<file path="config.mk">
export PLATFORM = sky130hd
export DESIGN_NAME = analog_range_calibrator_flat
export DESIGN_NICKNAME = d
export VERILOG_FILES = /design/src/rtl/arc_pkg.sv /design/src/rtl/arc_stream_if.sv /design/src/rtl/analog_range_calibrator.sv /design/src/rtl/arc_ram.sv /design/src/flat_wrapper.sv
export SDC_FILE = /design/constraint.sdc
export NUM_CORES = 1
export LEC_CHECK = 0
export BUFFER_PORTS_ARGS = -buffer_cell sky130_fd_sc_hd__buf_2
export CORE_MARGIN = 1.5
export CORE_UTILIZATION = 35
export CTS_CLUSTER_DIAMETER = 200
export DETAILED_ROUTE_END_ITERATION = 10
export GPL_ROUTABILITY_DRIVEN = 1
export GPL_TIMING_DRIVEN = 0
export PLACE_DENSITY_LB_ADDON = 0.05
export REMOVE_ABC_BUFFERS = 1
export SLEW_MARGIN = 20
export SYNTH_ARGS = -nofsm -noshare
export SYNTH_HDL_FRONTEND = slang
export SYNTH_SLANG_ARGS = --single-unit
</file>
<file path="constraint.sdc">
create_clock -name clk -period 32.1 [get_ports clk]
set_input_delay 1.605 -clock clk [delete_from_list [all_inputs] [get_ports clk]]
set_output_delay 1.605 -clock clk [all_outputs]
set_load 0.02 [all_outputs]
</file>
<file path="src/rtl/arc_pkg.sv">
// Shared types and constants of the analog range calibrator.
package arc_pkg;

  localparam int FUNC_W    = 2;
  localparam int CHAN_W    = 3;
  localparam int SAMPLE_W  = 11;
  localparam int PHASE_W   = 3;
  localparam int SPAN_W    = 12;
  localparam int MASK_W    = 7;
  localparam int VAL_W     = 16;

  // event codes
  localparam logic [FUNC_W-1:0] FN_NONE    = 2'd0;
  localparam logic [FUNC_W-1:0] FN_RESTART = 2'd1;
  localparam logic [FUNC_W-1:0] FN_ADVANCE = 2'd2;

  // calibration phases
  localparam logic [PHASE_W-1:0] PH_IDLE = 3'd0;
  localparam logic [PHASE_W-1:0] PH_MID  = 3'd1;
  localparam logic [PHASE_W-1:0] PH_MOVE = 3'd2;
  localparam logic [PHASE_W-1:0] PH_SAVE = 3'd3;
  localparam logic [PHASE_W-1:0] PH_DONE = 3'd4;

  localparam logic signed [VAL_W-1:0] LOW_RESET  = 16'sd15000;
  localparam logic signed [VAL_W-1:0] HIGH_RESET = -16'sd15000;
  localparam logic [VAL_W:0]          RANGE_MIN  = 17'd50;

  typedef struct packed {
    logic [FUNC_W-1:0]   func;
    logic [CHAN_W-1:0]   channel;
    logic [SAMPLE_W-1:0] sample;
  } in_item_t;

  typedef struct packed {
    logic [PHASE_W-1:0]       phase;
    logic                     cal_valid;
    logic [CHAN_W-1:0]        cal_channel;
    logic [SAMPLE_W-1:0]      cal_mid;
    logic signed [SPAN_W-1:0] span_low;
    logic signed [SPAN_W-1:0] span_high;
    logic                     save_request;
  } out_item_t;

  // one channel's tracked values as kept in memory
  typedef struct packed {
    logic signed [VAL_W-1:0] low;
    logic signed [VAL_W-1:0] high;
    logic signed [VAL_W-1:0] mid;
  } entry_t;

  localparam entry_t ENTRY_RESET = '{low: LOW_RESET, high: HIGH_RESET, mid: 16'sd0};

endpackage

</file>
<file path="src/rtl/arc_stream_if.sv">
// Valid/ready channel carrying one payload per request.
interface arc_stream_if #(
  parameter type T = logic
);
  logic valid;
  logic ready;
  T     payload;

  modport source (output valid, output payload, input ready);
  modport sink   (input valid, input payload, output ready);
endinterface

</file>
<file path="src/rtl/analog_range_calibrator.sv">
// Top level: per-channel min/max/mid tracking and calibration phase control.
//
//   channel   dir  payload                                  request when
//   samples   in   func, channel, sample                    valid & ready
//   results   out  phase, cal_*, span_low/high, save_req    valid & ready
//   cfg       in   free_pot_mask                            valid & ready
//
// One item per cycle sustained while results is not stalled; results.valid is registered, after stages 1, 2 and 3.
// Stage 1 reads the channel entry from the RAM, stage 2 does the read-modify-write
// and phase update, stage 3 scales the spans with a constant reciprocal multiply.
// A same-channel write from the previous item is forwarded around the RAM.
// Reset is synchronous; per-entry valid bits stand in for the reset values, no sweep.
// A stall on results holds the pipeline; samples.ready drops only with all three stages full.
module analog_range_calibrator #(
  parameter int NUM_CHANNELS      = 7,
  parameter int SAMPLE_BITS       = 11,
  parameter int TOLERANCE_DIVISOR = 64
) (
  input  logic         clk,
  input  logic         rst,
  arc_stream_if.sink   samples,
  arc_stream_if.source results,
  arc_stream_if.sink   cfg
);

  localparam int AW         = (NUM_CHANNELS > 1) ? $clog2(NUM_CHANNELS) : 1;
  localparam int ENTRY_W    = $bits(arc_pkg::entry_t);
  localparam int MAG_BITS   = arc_pkg::VAL_W + 1;
  localparam int LOG_D      = $clog2(TOLERANCE_DIVISOR);
  localparam int SHIFT      = MAG_BITS + LOG_D;
  localparam int RECIP_BITS = MAG_BITS + 2;
  localparam int PROD_BITS  = MAG_BITS + RECIP_BITS;
  localparam logic [RECIP_BITS-1:0] RECIP =
    RECIP_BITS'((2**SHIFT + TOLERANCE_DIVISOR - 1) / TOLERANCE_DIVISOR);
  localparam logic [arc_pkg::SAMPLE_W-1:0] SMASK = arc_pkg::SAMPLE_W'((1 << SAMPLE_BITS) - 1);
  localparam logic [arc_pkg::CHAN_W+1:0]   NCH   = (arc_pkg::CHAN_W + 2)'(NUM_CHANNELS);

  // configuration
  logic [arc_pkg::MASK_W-1:0] free_pot_mask;

  assign cfg.ready = 1'b1;

  always_ff @(posedge clk) begin
    if (rst) begin
      free_pot_mask <= '0;
    end else if (cfg.valid) begin
      free_pot_mask <= cfg.payload;
    end
  end

  // pipeline handshake
  logic s1_valid, s2_valid, out_valid;
  logic out_free, s2_free, s1_free, s1_adv, in_accept;

  assign out_free  = !out_valid || results.ready;
  assign s2_free   = !s2_valid || out_free;
  assign s1_adv    = s1_valid && s2_free;
  assign s1_free   = !s1_valid || s2_free;
  assign in_accept = samples.valid && s1_free;
  assign samples.ready = s1_free;

  // stage 1: request registered, RAM read in flight
  arc_pkg::in_item_t s1_item;

  always_ff @(posedge clk) begin
    if (rst) begin
      s1_valid <= 1'b0;
    end else if (s1_free) begin
      s1_valid <= samples.valid;
    end
  end

  always_ff @(posedge clk) begin
    if (in_accept) begin
      s1_item <= samples.payload;
    end
  end

  logic [AW-1:0]       ram_raddr, ram_waddr;
  logic                ram_we;
  logic [ENTRY_W-1:0]  ram_rdata;
  arc_pkg::entry_t     wr_entry;

  assign ram_raddr = AW'(samples.payload.channel);

  arc_ram #(
    .WIDTH (ENTRY_W),
    .DEPTH (NUM_CHANNELS)
  ) u_store (
    .clk   (clk),
    .we    (ram_we),
    .waddr (ram_waddr),
    .wdata (wr_entry),
    .re    (in_accept),
    .raddr (ram_raddr),
    .rdata (ram_rdata)
  );

  // bypass of the last write, valid bits per entry
  logic                    fwd_valid;
  logic [AW-1:0]           fwd_addr;
  arc_pkg::entry_t         fwd_data;
  logic [NUM_CHANNELS-1:0] entry_valid;
  logic [arc_pkg::PHASE_W-1:0] phase;

  // stage 2 compute
  logic                            s1_ok, s1_free_pot, s1_vbit, s1_cal, s1_save;
  logic [AW-1:0]                   s1_addr;
  arc_pkg::entry_t                 cur;
  logic signed [arc_pkg::VAL_W-1:0] s16, lo1, hi1, mid1, avg;
  logic signed [arc_pkg::VAL_W:0]   lo1x, hi1x, mid1x, sum, d, vl, vh;
  logic [arc_pkg::VAL_W:0]          absd;
  logic [arc_pkg::PHASE_W-1:0]      ph_ev, phase_next;
  logic [arc_pkg::MASK_W:0]         mask_ext;

  always_comb begin
    s1_addr     = AW'(s1_item.channel);
    s1_ok       = {2'b00, s1_item.channel} < NCH;
    s1_vbit     = s1_ok && entry_valid[s1_addr];
    mask_ext    = {1'b0, free_pot_mask};
    s1_free_pot = mask_ext[s1_item.channel];

    if (fwd_valid && fwd_addr == s1_addr) begin
      cur = fwd_data;
    end else if (s1_vbit) begin
      cur = arc_pkg::entry_t'(ram_rdata);
    end else begin
      cur = arc_pkg::ENTRY_RESET;
    end

    s16  = {5'b00000, s1_item.sample & SMASK};
    lo1  = (s16 < cur.low)  ? s16 : cur.low;
    hi1  = (s16 > cur.high) ? s16 : cur.high;
    lo1x = {lo1[arc_pkg::VAL_W-1], lo1};
    hi1x = {hi1[arc_pkg::VAL_W-1], hi1};
    sum  = lo1x + hi1x;
    // halve, truncating toward zero
    avg  = arc_pkg::VAL_W'((sum + {16'd0, sum[arc_pkg::VAL_W]}) >>> 1);
    mid1 = s1_free_pot ? avg : cur.mid;
    mid1x = {mid1[arc_pkg::VAL_W-1], mid1};

    wr_entry = '{low: lo1, high: hi1, mid: mid1};

    case (s1_item.func)
      arc_pkg::FN_RESTART: ph_ev = arc_pkg::PH_IDLE;
      arc_pkg::FN_ADVANCE: ph_ev = phase + 3'd1;
      default:             ph_ev = phase;
    endcase

    d    = lo1x - hi1x;
    absd = d[arc_pkg::VAL_W] ? unsigned'(-d) : unsigned'(d);
    vl   = mid1x - lo1x;
    vh   = hi1x - mid1x;

    phase_next = ph_ev;
    s1_cal     = 1'b0;
    s1_save    = 1'b0;
    case (ph_ev)
      arc_pkg::PH_IDLE: begin
      end
      arc_pkg::PH_MID: begin
        wr_entry = '{low: arc_pkg::LOW_RESET, high: arc_pkg::HIGH_RESET, mid: s16};
      end
      arc_pkg::PH_MOVE: begin
        s1_cal = s1_ok && (absd > arc_pkg::RANGE_MIN);
      end
      arc_pkg::PH_SAVE: begin
        s1_save    = 1'b1;
        phase_next = arc_pkg::PH_DONE;
      end
      default: begin
        phase_next = arc_pkg::PH_IDLE;
      end
    endcase
  end

  assign ram_we    = s1_adv && s1_ok;
  assign ram_waddr = s1_addr;

  always_ff @(posedge clk) begin
    if (rst) begin
      phase       <= arc_pkg::PH_IDLE;
      fwd_valid   <= 1'b0;
      entry_valid <= '0;
    end else if (s1_adv) begin
      phase <= phase_next;
      if (s1_ok) begin
        fwd_valid            <= 1'b1;
        entry_valid[s1_addr] <= 1'b1;
      end
    end
  end

  always_ff @(posedge clk) begin
    if (ram_we) begin
      fwd_addr <= s1_addr;
      fwd_data <= wr_entry;
    end
  end

  // stage 3 registers: result fields and span magnitudes
  logic [arc_pkg::PHASE_W-1:0]  s2_phase;
  logic                         s2_cal, s2_save, s2_neg_l, s2_neg_h;
  logic [arc_pkg::CHAN_W-1:0]   s2_ch;
  logic [arc_pkg::SAMPLE_W-1:0] s2_mid;
  logic [MAG_BITS-1:0]          s2_mag_l, s2_mag_h;

  always_ff @(posedge clk) begin
    if (rst) begin
      s2_valid <= 1'b0;
    end else if (s2_free) begin
      s2_valid <= s1_valid;
    end
  end

  always_ff @(posedge clk) begin
    if (s1_adv) begin
      s2_phase <= phase_next;
      s2_cal   <= s1_cal;
      s2_save  <= s1_save;
      s2_ch    <= s1_cal ? s1_item.channel : '0;
      s2_mid   <= s1_cal ? mid1[arc_pkg::SAMPLE_W-1:0] : '0;
      s2_neg_l <= s1_cal && vl[arc_pkg::VAL_W];
      s2_neg_h <= s1_cal && vh[arc_pkg::VAL_W];
      s2_mag_l <= !s1_cal ? '0 : (vl[arc_pkg::VAL_W] ? unsigned'(-vl) : unsigned'(vl));
      s2_mag_h <= !s1_cal ? '0 : (vh[arc_pkg::VAL_W] ? unsigned'(-vh) : unsigned'(vh));
    end
  end

  // span shrink: v - v/D via exact reciprocal on the magnitude
  logic [PROD_BITS-1:0]         prod_l, prod_h;
  logic [MAG_BITS-1:0]          q_l, q_h, r_l, r_h;
  logic [MAG_BITS-1:0]          sp_l, sp_h;
  arc_pkg::out_item_t           out_next, out_item;

  always_comb begin
    prod_l = {{RECIP_BITS{1'b0}}, s2_mag_l} * {{MAG_BITS{1'b0}}, RECIP};
    prod_h = {{RECIP_BITS{1'b0}}, s2_mag_h} * {{MAG_BITS{1'b0}}, RECIP};
    q_l    = MAG_BITS'(prod_l >> SHIFT);
    q_h    = MAG_BITS'(prod_h >> SHIFT);
    r_l    = s2_mag_l - q_l;
    r_h    = s2_mag_h - q_h;
    sp_l   = s2_neg_l ? -r_l : r_l;
    sp_h   = s2_neg_h ? -r_h : r_h;

    out_next.phase        = s2_phase;
    out_next.cal_valid    = s2_cal;
    out_next.cal_channel  = s2_ch;
    out_next.cal_mid      = s2_mid;
    out_next.span_low     = sp_l[arc_pkg::SPAN_W-1:0];
    out_next.span_high    = sp_h[arc_pkg::SPAN_W-1:0];
    out_next.save_request = s2_save;
  end

  always_ff @(posedge clk) begin
    if (rst) begin
      out_valid <= 1'b0;
    end else if (out_free) begin
      out_valid <= s2_valid;
    end
  end

  always_ff @(posedge clk) begin
    if (out_free && s2_valid) begin
      out_item <= out_next;
    end
  end

  assign results.valid   = out_valid;
  assign results.payload = out_item;

  // checks
  a_save_done: assert property (@(posedge clk) disable iff (rst)
    results.valid && results.payload.save_request |-> results.payload.phase == arc_pkg::PH_DONE)
    else $error("save request outside done phase");

  a_cal_move: assert property (@(posedge clk) disable iff (rst)
    results.valid && results.payload.cal_valid |-> results.payload.phase == arc_pkg::PH_MOVE)
    else $error("calibration values outside moving phase");

  a_write_ok: assert property (@(posedge clk) disable iff (rst)
    ram_we |-> s1_valid && s1_ok)
    else $error("store write without an in-range request");

  a_phase_done: assert property (@(posedge clk) disable iff (rst)
    s1_adv && s1_save |=> phase == arc_pkg::PH_DONE)
    else $error("phase not done after save");

  a_bypass: assert property (@(posedge clk) disable iff (rst)
    ram_we |=> fwd_valid && entry_valid[fwd_addr])
    else $error("bypass not loaded after store write");

endmodule

</file>
<file path="src/rtl/arc_ram.sv">
// Generic single-write, single-read RAM with registered read data.
module arc_ram #(
  parameter int WIDTH = 8,
  parameter int DEPTH = 4
) (
  input  logic                                    clk,
  input  logic                                    we,
  input  logic [$clog2(DEPTH > 1 ? DEPTH : 2)-1:0] waddr,
  input  logic [WIDTH-1:0]                        wdata,
  input  logic                                    re,
  input  logic [$clog2(DEPTH > 1 ? DEPTH : 2)-1:0] raddr,
  output logic [WIDTH-1:0]                        rdata
);

  logic [WIDTH-1:0] mem [DEPTH];

  // read returns the old word on a same-address write
  always_ff @(posedge clk) begin
    if (we) begin
      mem[waddr] <= wdata;
    end
    if (re) begin
      rdata <= mem[raddr];
    end
  end

endmodule

</file>
<file path="src/flat_wrapper.sv">
// flat-port wrapper written by rule: the top's interface ports become plain ports
module analog_range_calibrator_flat 
#(
  parameter int NUM_CHANNELS      = 7,
  parameter int SAMPLE_BITS       = 11,
  parameter int TOLERANCE_DIVISOR = 64
)
  (clk, rst, samples_valid, samples_payload, samples_ready, results_valid, results_payload, results_ready, cfg_valid, cfg_payload, cfg_ready);
  arc_stream_if #(.T(arc_pkg::in_item_t)) samples_i ();
  arc_stream_if #(.T(arc_pkg::out_item_t)) results_i ();
  arc_stream_if #(.T(logic [arc_pkg::MASK_W-1:0])) cfg_i ();
  input  logic clk;
  input  logic rst;
  input wire logic [$bits(samples_i.valid)-1:0] samples_valid;
  input wire logic [$bits(samples_i.payload)-1:0] samples_payload;
  output wire logic [$bits(samples_i.ready)-1:0] samples_ready;
  output wire logic [$bits(results_i.valid)-1:0] results_valid;
  output wire logic [$bits(results_i.payload)-1:0] results_payload;
  input wire logic [$bits(results_i.ready)-1:0] results_ready;
  input wire logic [$bits(cfg_i.valid)-1:0] cfg_valid;
  input wire logic [$bits(cfg_i.payload)-1:0] cfg_payload;
  output wire logic [$bits(cfg_i.ready)-1:0] cfg_ready;
  assign samples_i.valid = samples_valid;
  assign samples_i.payload = samples_payload;
  assign samples_ready = samples_i.ready;
  assign results_valid = results_i.valid;
  assign results_payload = results_i.payload;
  assign results_i.ready = results_ready;
  assign cfg_i.valid = cfg_valid;
  assign cfg_i.payload = cfg_payload;
  assign cfg_ready = cfg_i.ready;
  analog_range_calibrator #(.NUM_CHANNELS(NUM_CHANNELS), .SAMPLE_BITS(SAMPLE_BITS), .TOLERANCE_DIVISOR(TOLERANCE_DIVISOR)) u_core (.clk(clk), .rst(rst), .samples(samples_i), .results(results_i), .cfg(cfg_i));
endmodule
</file>
Word-level counts from Yosys, hierarchy flattened --
Memories as Yosys holds them, arrays and structs flattened. A register that Yosys moved wholly into a read port is not among the register bits. Cells that the tools add are included.
Word-level totals: bits in registers 186, memory bits (writable) 336, input port bits 28, output and inout port bits 46, logic and storage cells 103, memories kept 1
Memories:
- u_core.u_store.mem | depth 7, bits a word 48, read ports 1, clocked after Yosys merged registers in 1, write ports 1, line arc_ram.sv:15 | logic [WIDTH-1:0] mem [DEPTH];
Operators by class: add/sub/neg operators 13, magnitude comparators 6, equal/unequal tests 6, muxes and demuxes 23, bitwise operators 1, reduce and logical (&&, ||, !) cells 21
Operator list (count):
- 48-bit 2-to-1 mux | 3
- 16-bit 2-to-1 mux | 5
- 17-bit negator | 3
- 16-bit by 16-bit subtractor with 17-bit output | 3
- 12-bit 2-to-1 mux | 2
- 12-bit negator | 2
- 12-bit by 11-bit subtractor with 12-bit output | 2
- 16-bit by 16-bit adder with 17-bit output | 1
- 17-bit by 1-bit adder with 17-bit output | 1
- 17-bit by 6-bit greater-than comparator with 1-bit output, second input constant | 1
- 17-bit 2-to-1 mux | 1
- 12-bit by 16-bit greater-than comparator with 1-bit output | 1
- 12-bit by 16-bit < comparator with 1-bit output | 1
- 3-bit case mux with 2 select lines | 2
- 1-bit logical AND | 10
- 1-bit 2-to-1 mux | 7
- 7-bit bitwise OR | 1
- 1-bit binary-select mux with 3-bit select | 2
- 3-bit by 2-bit equality test with 1-bit output, second input constant | 2
- 2-bit AND reduction | 3
- 3-bit by 4-bit < comparator with 1-bit output, second input constant | 1
- 3-bit by 1-bit adder with 3-bit output, second input constant | 1
- 1-bit demux with 3-bit select | 1
- 3-bit by 1-bit equality test with 1-bit output, second input constant | 1
- 9 further kinds | 13

Longest topological paths before layout --
Gate-level depths: netlist (run 1).
depth in word-level cells 14, depth in mapped cells 59

By module --
A second synthesis (run 1) with hierarchy kept.
Second synthesis, totals: cells, all modules 2185, area total of the unflattened synthesis 28233.3 um^2
Modules (own cells, without submodules):
- arc_ram | times used 1, cells an instance 727, area each 14571.5 um^2, seq. area each 11531.1 um^2
- analog_range_calibrator | times used 1, cells an instance 1458, area each 13661.9 um^2, seq. area each 5375.2 um^2

Worst setup path before layout (run 1) --
No wires, ideal clock.
path type register -> register, start point register u_core.s1_item (netlist bit u_core.ram_waddr[0]), end point register u_core.s2_mag_l[15], data pin, data arrival time 11.072 ns, slack 20.761 ns, cell stages (with the launch flop) 59, path buffers 8, cell sequence edfxtp_1 -> buf_4 -> xnor2_1 -> and4_1 -> buf_2 -> nor3_4 -> clkbuf_1 -> buf_1 -> a22oi_1 -> ha_1 -> o21a_1 -> o21a_1 -> o21a_1 -> o21a_1 -> o21a_1 -> o21ai_0 -> nand2b_1 -> a21oi_1 -> [23 not listed] -> o21ba_2 -> o31ai_1 -> inv_1 -> ha_1 -> a21oi_1 -> o21ai_0 -> a21oi_1 -> o21ai_0 -> a21oi_1 -> o21bai_1 -> a2111oi_0 -> o31ai_1 -> a211oi_1 -> nor2_1 -> clkbuf_1 -> a31oi_1 -> xor2_1 -> nor2_1
Between the ends: cells in the longest elaborated chain, start to end 13
RTL lines:
- from (decl) | line analog_range_calibrator.sv:63 | arc_pkg::in_item_t s1_item;
- from (signal assigned) | line analog_range_calibrator.sv:75 | s1_item <= samples.payload;
- 1-bit binary-select mux with 3-bit select | line analog_range_calibrator.sv:119 | s1_vbit = s1_ok && entry_valid[s1_addr];
- 1-bit 2-to-1 mux (implied by the code) | line analog_range_calibrator.sv:119
- 1-bit logical AND | line analog_range_calibrator.sv:119
- 48-bit 2-to-1 mux | line analog_range_calibrator.sv:125 | end else if (s1_vbit) begin
- 48-bit 2-to-1 mux | line analog_range_calibrator.sv:123 | if (fwd_valid && fwd_addr == s1_addr) begin
- 12-bit by 16-bit < comparator with 1-bit output or 12-bit by 16-bit greater-than comparator with 1-bit output (tied branches) | line analog_range_calibrator.sv:132, analog_range_calibrator.sv:133
- 16-bit 2-to-1 mux (on tied branches) | line analog_range_calibrator.sv:132, analog_range_calibrator.sv:133
- 16-bit by 16-bit adder with 17-bit output or 16-bit by 16-bit subtractor with 17-bit output (tied branches) | line analog_range_calibrator.sv:136, analog_range_calibrator.sv:150
- 17-bit by 1-bit adder with 17-bit output or 17-bit negator (tied branches) | line analog_range_calibrator.sv:138, analog_range_calibrator.sv:151
- 16-bit 2-to-1 mux or 17-bit 2-to-1 mux (tied branches) | line analog_range_calibrator.sv:139, analog_range_calibrator.sv:151
- 16-bit by 16-bit subtractor with 17-bit output or 17-bit by 6-bit greater-than comparator with 1-bit output (tied branches) | line analog_range_calibrator.sv:152, analog_range_calibrator.sv:165
- 17-bit negator or 1-bit logical AND (tied branches) | line analog_range_calibrator.sv:225, analog_range_calibrator.sv:165
- 16-bit 2-to-1 mux or 1-bit 2-to-1 mux (tied branches) | line analog_range_calibrator.sv:225, analog_range_calibrator.sv:158
- to (signal assigned) | line analog_range_calibrator.sv:225 | s2_mag_l <= !s1_cal ? '0 : (vl[arc_pkg::VAL_W] ? unsigned'(-vl) : unsigned'(vl));
- to (decl) | line analog_range_calibrator.sv:206 | logic [MAG_BITS-1:0] s2_mag_l, s2_mag_h;
Several ways; a longest one is shown, not always the timed one. The select of a mux whose other input is x is not followed. A chain may end at the register's enable or synchronous reset.

Final worst setup path (run 1) --
start point register u_core.s1_item (netlist bit u_core.ram_waddr[2]), end point register u_core.s2_mag_l[15], data pin
Between the ends: cells in the longest elaborated chain, start to end 13
RTL lines:
- 1-bit binary-select mux with 3-bit select | line analog_range_calibrator.sv:119
- 1-bit 2-to-1 mux (implied by the code) | line analog_range_calibrator.sv:119
- 1-bit logical AND | line analog_range_calibrator.sv:119
- 48-bit 2-to-1 mux | line analog_range_calibrator.sv:125
- 48-bit 2-to-1 mux | line analog_range_calibrator.sv:123
- 12-bit by 16-bit < comparator with 1-bit output or 12-bit by 16-bit greater-than comparator with 1-bit output (tied branches) | line analog_range_calibrator.sv:132, analog_range_calibrator.sv:133
- 16-bit 2-to-1 mux (on tied branches) | line analog_range_calibrator.sv:132, analog_range_calibrator.sv:133
- 16-bit by 16-bit adder with 17-bit output | line analog_range_calibrator.sv:136 | sum = lo1x + hi1x;
- 17-bit by 1-bit adder with 17-bit output | line analog_range_calibrator.sv:138 | avg = arc_pkg::VAL_W'((sum + {16'd0, sum[arc_pkg::VAL_W]}) >>> 1);
- 16-bit 2-to-1 mux * | line analog_range_calibrator.sv:139 | mid1 = s1_free_pot ? avg : cur.mid;
- via u_core.mid1, one bit | line analog_range_calibrator.sv:110 | logic signed [arc_pkg::VAL_W-1:0] s16, lo1, hi1, mid1, avg;
- 16-bit by 16-bit subtractor with 17-bit output * | line analog_range_calibrator.sv:152 | vl = mid1x - lo1x;
- 17-bit negator | line analog_range_calibrator.sv:225
- 16-bit 2-to-1 mux * | line analog_range_calibrator.sv:225
The timed path passes the listed nets; every way through them passes the cells marked *. The select of a mux whose other input is x is not followed.

==> results of run 1 <==
how the worst max path moves through the flow:
stage	start	to	slack (ns)	depth (start not counted)
after floorplan	u_core.ram_waddr[2]	u_core.s2_mag_l[15]	20.73	50
after global placement	u_core.ram_waddr[2]	u_core.s2_mag_l[15]	15.34	50
after detailed placement	u_core.ram_waddr[2]	u_core.s2_mag_l[15]	17.17	53
after CTS	u_core.ram_waddr[2]	u_core.s2_mag_l[15]	17.10	53
after global routing	u_core.ram_waddr[2]	u_core.s2_mag_l[15]	16.02	52
final	u_core.ram_waddr[2]	u_core.s2_mag_l[15]	17.20	53
layout make-up:
| cell class | instances | area (µm²) |
|---|---|---|
| Clock buffer | 84 | 1780 |
| Clock inverter | 35 | 272 |
| Fill cell | 7417 | 46700 |
| Inverter | 150 | 567 |
| Multi-Input combinational cell | 1342 | 10300 |
| Sequential cell | 570 | 16900 |
| Tap cell | 1050 | 1310 |
| Timing Repair Buffer | 140 | 1300 |
cell families (layout without fill, tap and decap cells):
logic type | after synthesis | count (layout)
compound gates | 410 | 410
xor+xnor | 128 | 128
fa+ha+maj | 121 | 121
buf+inv | 234 | 409
flops | 570 | 570
mux | 170 | 170
other cells | 2 | 4
simple gates | 509 | 509
worst max-delay path: cells and delay by family, from the launching register on:
family / cells / cell delay, ns
AO/OA/AOI/OAI: 31 / 8.13
adder cells (fa/ha/maj): 6 / 1.78
flip-flops: 1 / 0.78
AND/OR/NAND/NOR: 7 / 1.32
multiplexers: 2 / 0.87
XOR/XNOR: 2 / 0.33
buffers and inverters: 5 / 1.34
per-stage QoR:
step	setup WS, ns	hold WS, ns
floorplan	20.73	0.400
detailed placement	17.17	0.406
CTS	17.10	0.416
global route	16.02	0.426
finish	17.20	0.417
global placement	15.34	0.403
cells in the final DEF, fill, tap and decap left out, types with 30 or more instances in the layout:
master / Yosys / final
ha_1: 114 / 114
inv_1: 149 / 148
xnor2_1: 85 / 85
mux4_2: 48 / 48
buf_2: 6 / 77
buf_4: 2 / 30
o21ai_0: 133 / 130
mux2i_1: 61 / 61
mux2_2: 58 / 58
clkbuf_16: 0 / 68
nand2_1: 139 / 139
a21oi_1: 80 / 80
edfxtp_1: 549 / 549
xor2_1: 41 / 41
nor2_1: 196 / 193
sequential cells by signal, indices dropped and copies added, names as in the netlist:
| signal | cells |
|---|---|
| u_core.entry_valid | 7 |
| u_core.free_pot_mask | 7 |
| u_core.fwd_addr | 3 |
| u_core.fwd_data | 48 |
| u_core.fwd_valid | 1 |
| u_core.phase | 3 |
| u_core.ram_waddr | 3 |
| u_core.results.payload | 43 |
| u_core.results.valid | 1 |
| u_core.s16 | 11 |
| u_core.s1_item | 2 |
| u_core.s1_valid | 1 |
| u_core.s2_cal | 1 |
| u_core.s2_ch | 3 |
| u_core.s2_mag_h | 17 |
| u_core.s2_mag_l | 17 |
| u_core.s2_mid | 11 |
| u_core.s2_neg_h | 1 |
| u_core.s2_neg_l | 1 |
| u_core.s2_phase | 3 |
| u_core.s2_save | 1 |
| u_core.s2_valid | 1 |
| u_core.u_store.mem | 336 |
| u_core.u_store.rdata | 48 |
routing by layer:
metal / wire (µm) / GRT usage [%]
met5: 0 / 0
met4: 1560 / 4.85
met3: 1970 / 2.11
met2: 35200 / 30.3
met1: 33700 / 24.1
power breakdown:
| group | total, mW | internal (mW) | switching (mW) |
|---|---|---|---|
| logic | 0.518 | 0.191 | 0.327 |
| registers | 0.878 | 0.866 | 0.0112 |
| clock network | 0.709 | 0.406 | 0.303 |
==> results_dict.tcl, run 1 <==
set metrics [dict create \
    synth_edf_count 549 \
    remaining_drc_errors 0 \
    io_pins 74 \
    drv_cap 0 \
    syn_inst 2144 \
    syn_area_per_cell_um2 13.1 \
    diodes 0 \
    clock_latency_ns 0.62 \
    synth-seq-cells 570 \
    fin_crit_sh_pct 46.4 \
    yosys_warnings 0 \
    cts_setup_buffers 0 \
    worstSetupPathType "flop to flop" \
    relSlewSlack_pct 27.5 \
    max_stage_delay_ns 0.82 \
    cp-start-kind "flop" \
    clock-root-buffer "clkbuf_16" \
    cpMostUsedCell "o21ai_0" \
    final-hold-violation-count 0 \
    cts_max_level 3 \
    skew_ns 0.0303 \
    p_total_mw 2.10 \
    grt_overflow 0 \
    max-vdd-ir-drop_v 0.0000434 \
    drt-total-wl_um 72400 \
    areaGrowthSynthToFinish_pct 15.7 \
    hp-class "flop to flop" \
    total_leakage_power_nw 11.9 \
    drtIter0Drc 1225 \
    regToRegSetupSlack_ns 17.20 \
    placed_cell_area_um2 30400 \
    core_um2 79100 \
    ys_types 96 \
    initial_core_util_pct 35.4 \
    tritoncts "yes" \
    setup_viol 0 \
    post-route-util_pct 41.0 \
    synthAdderAreaFrac_pct 5.55 \
    synth_xor_area_share_pct 4.12 \
    crit_path_end_kind "flop" \
    place.gp.congestion 0.828 \
    place_hpwl_um 52500 \
    hold_end "u_core.results.payload[40]" \
    grt_util_all_layers_pct 17.9 \
    holdBufCountCts 0 \
    layout-drive-gt1-share_pct 16.5 \
    cts_resized 0 \
    status "finished clean" \
    synth_top_area_cell "edfxtp_1" \
    clock_sinks 570 \
    synthTopCellsByArea "edfxtp_1, ha_1, mux4_2" \
    die_y_um 286 \
    cts_buffers 67 \
    rsz0062_at_grt "no" \
    ys_seq_area_share_pct 60.3 \
    io_buffers 72 \
    stdcell_area_um2 32400 \
    synth_area_um2 28000 \
    min_from "u_core.s2_phase[0]" \
    wl_per_cell_um 21.5 \
    grt_pass1_wl_um 110000 \
    rows 103 \
    synth_common_cells "edfxtp_1, nor2_1, inv_1" \
    antenna_found_initial 0 \
    fmax_mhz 67.1 \
    drtAntennaViolNets 0 \
    nets 2419 \
    worstPathArrival_ns 15.23 \
    fin_crit_ns 14.90 \
    grt_max_degree 106 \
    synth_top_family_by_area "compound AO/OA/AOI/OAI gates" \
    r2r_cells 53 \
    synth_top_flop_cell "edfxtp_1" \
    slowest_stage "o21ai_0" \
    r2r-start "u_core.ram_waddr[2]" \
    vias_per_cell 5.12 \
    yosys.cell_count.top_type "edfxtp_1" \
    fin_cells 3371 \
    worst-path-max-fanout 16 \
    die_area_um2 81800 \
    path_clk_slew_ns 0.06 \
    yosys.area_share.simple_pct 8.44 \
    cts_buffer_depth 3 \
    synthArstFlopShare_pct 0 \
    dr.pass1.iters 5 \
    synthMuxAreaShare_pct 8.51 \
    tightest_slew_ns 1.08 \
    synth_compound_area_share_pct 9.82 \
    die_width_um 286 \
    dp.cells 3252 \
    dr_total_vias 17200 \
    regToRegEndpoint "u_core.s2_mag_l[15]" \
    worstHoldPathCells 0 \
    setup_tns_ns 0 \
    synth_top_area_share_pct 58.8 \
    grt_pass1_vias 17600 \
    powerDensity_nw_per_um2 64.9 \
    final_max_slew_viol_count 0 \
    crit_required_ns 32.43 \
]
Power figures use the tool's default switching activity.
==> inputs of run 2 (changes only) <==
--- a/config.mk
+++ b/config.mk
@@ -5,6 +5,7 @@
 export SDC_FILE = /design/constraint.sdc
 export NUM_CORES = 1
 export LEC_CHECK = 0
+export ABC_AREA = 1
 export BUFFER_PORTS_ARGS = -buffer_cell sky130_fd_sc_hd__buf_2
 export CORE_MARGIN = 1.5
 export CORE_UTILIZATION = 35
==> constraint.sdc (replaced) <==
create_clock -name clk -period 12.3 [get_ports clk]
set_input_delay 0.615 -clock clk [delete_from_list [all_inputs] [get_ports clk]]
set_output_delay 0.615 -clock clk [all_outputs]
set_load 0.02 [all_outputs]
==> results_dict.tcl, run 2 <==
set metrics [dict create \
    grt_pass1_wl_um 121000 \
    fin_crit_ns 11.28 \
    dr.pass1.iters 5 \
    pwr-share-seq_pct 42.3 \
    synthArstFlopShare_pct 0 \
    cts_buffer_depth 3 \
    cts_max_level 3 \
    worstSetupPathType "flop to flop" \
    place.gp.congestion 0.869 \
    syn_inst 2873 \
    synth_top_area_cell "edfxtp_1" \
    crit_family "simple AND/OR/NAND/NOR gates" \
    place_hpwl_um 55200 \
    placed_cell_area_um2 30800 \
    fmax_mhz 88.7 \
    cp-start-kind "flop" \
    setup_slack_ns 1.02 \
    areaGrowthSynthToFinish_pct 14.8 \
    worstPathArrival_ns 11.59 \
    min_from "samples_payload[3]" \
    synthTopCellsByArea "edfxtp_1, nand2_1, ha_1" \
    remaining_drc_errors 0 \
    synth-seq-cells 570 \
    vias_per_cell 5.06 \
    rows 104 \
    crit_required_ns 12.61 \
    worst-path-max-fanout 27 \
    worstHoldPathCells 1 \
    final_cell_mix "edfxtp_1, nand2_1, nor2_1, inv_1, o21ai_0" \
    diodes 0 \
    reg_top3 "u_core.u_store.mem x336, u_core.fwd_data x48, u_core.u_store.rdata x48" \
    rsz0062_at_grt "no" \
    yosys_warnings 0 \
    cts_buffers 67 \
    initial_core_util_pct 35.6 \
    top_register "u_core.u_store.mem" \
    drv_cap 0 \
    dr_total_vias 20500 \
    hold_ws_ns 0.173 \
    p_int_mw 3.73 \
    io_buffers 72 \
    final-hold-violation-count 0 \
    r2r_cells 59 \
    synth_top_area_share_pct 57.3 \
    layout_commonest_cell "edfxtp_1" \
    setup_viol 0 \
    swShare_pct 30.6 \
    drtAntennaViolNets 0 \
    grt_max_degree 99 \
    stdcell_area_um2 33000 \
    fin_crit_sh_pct 91.7 \
    drtIter0Drc 1361 \
    post-route-util_pct 40.8 \
    final_max_slew_viol_count 0 \
    total_leakage_power_nw 13.0 \
    nets 3093 \
    clock-root-buffer "clkbuf_16" \
    layout-drive-gt1-share_pct 10.3 \
    io_pins 74 \
    ys_types 59 \
    synth_common_cells "edfxtp_1, nand2_1, nor2_1" \
    clock_sinks 570 \
    syn_area_per_cell_um2 10.0 \
    drt-total-wl_um 80800 \
    tritoncts "yes" \
    crit_path_end_kind "flop" \
    hold_end "u_core.s16[3]" \
    yosys.cell_count.top_type "edfxtp_1" \
    ys_seq_area_share_pct 58.7 \
    relSlewSlack_pct 29.5 \
    grt_util_all_layers_pct 19.1 \
    synth_edf_count 549 \
    skew_ns 0.0277 \
    die_area_um2 84000 \
    synth_area_um2 28800 \
    synth_top_flop_cell "edfxtp_1" \
    regToRegEndpoint "u_core.s2_mag_l[7]" \
    largest_reg_flops 336 \
    core_um2 80900 \
    grt_pass1_vias 20600 \
    die_y_um 290 \
    clock_latency_ns 0.62 \
    regToRegSetupSlack_ns 1.02 \
    powerDensity_nw_per_um2 163 \
    cpMostUsedCell "nand2_1" \
    max-vdd-ir-drop_v 0.0000811 \
    status "finished clean" \
    hp-class "primary input to flop" \
    path_clk_slew_ns 0.06 \
    p_clk_share_pct 35.3 \
    wl_per_cell_um 19.9 \
    holdBufCountCts 0 \
    slowest_stage "edfxtp_1" \
    p_total_mw 5.38 \
    die_width_um 290 \
    max_stage_delay_ns 0.55 \
    tightest_slew_ns 1.05 \
    path_buf_inv 11 \
    combPwrFrac_pct 22.4 \
    p_switching_mw 1.65 \
    antenna_found_initial 1 \
    dp_slack_ns -0.630 \
    r2r-start "u_core.ram_waddr[0]" \
    grt_overflow 0 \
]
## run 2: cells by family (layout without fill, tap and decap cells)
group	count (synthesis)	after routing	synth area share [%]
and+or+nand+nor	1115	1117	16.9
DFF	570	570	58.7
AOI/OAI and AO/OA	566	566	10.6
buffers and inverters	405	525	5.43
adders and majority gates	120	120	5.37
xor gates and xnor gates	95	95	2.89
other	2	4	0.0261
## run 2: metal layers
layer	vias to the layer above	global-route usage [%]	wire length [µm]
met3	97	2.43	2950
met1	10000	25.0	37100
met2	391	32.5	38800
met5	-	0	0
met4	0	6.35	1950
li1	10000	-	-
## run 2: worst max path at each step
stage | startpoint | end | slack (ns) | cells after the start
floorplan | u_core.ram_waddr[0] | u_core.s2_mag_l[15] | 2.80 | 58
global placement | u_core.ram_waddr[0] | u_core.s2_mag_l[15] | -2.20 | 61
detailed placement | u_core.ram_waddr[2] | u_core.s2_mag_l[7] | -0.63 | 59
CTS | u_core.ram_waddr[0] | u_core.s2_mag_l[7] | 0.00002 | 58
global route | u_core.ram_waddr[0] | u_core.s2_mag_l[7] | 0.01 | 61
finish | u_core.ram_waddr[0] | u_core.s2_mag_l[7] | 1.02 | 59
## run 2: through the flow
stage | setup TNS, ns | std cells
after global routing | 0 | 4057
final | 0 | 4057
after detailed placement | -6.01 | 3929
after CTS | 0 | 4050
after global placement | -44.89 | 3900
after floorplan | 0 | 2768
## run 2: layout make-up
class,count,area (µm²)
inverter,298,1170
tap,1060,1330
fill,7905,47900
timing repair buffer,106,1120
multi-input combinational,1902,10400
clock inverter,34,267
clock buffer,87,1830
sequential,570,16900
## run 2: power by group through the flow
stage	Sequential [mW]	Combinational, mW	Clock, mW
after floorplan	2.32	0.828	0
final	2.27	1.21	1.90
after detailed placement	2.31	1.20	0
after global routing	2.28	1.36	2.02
after CTS	2.27	1.21	1.96
after global placement	2.32	1.17	0
## run 2: repair_timing
item	4_1_cts	5_1_grt
pin swaps	0	4
buffers inserted	0	4
setup endpoints to repair	19	34
resized for setup	4	14
cloned	0	2
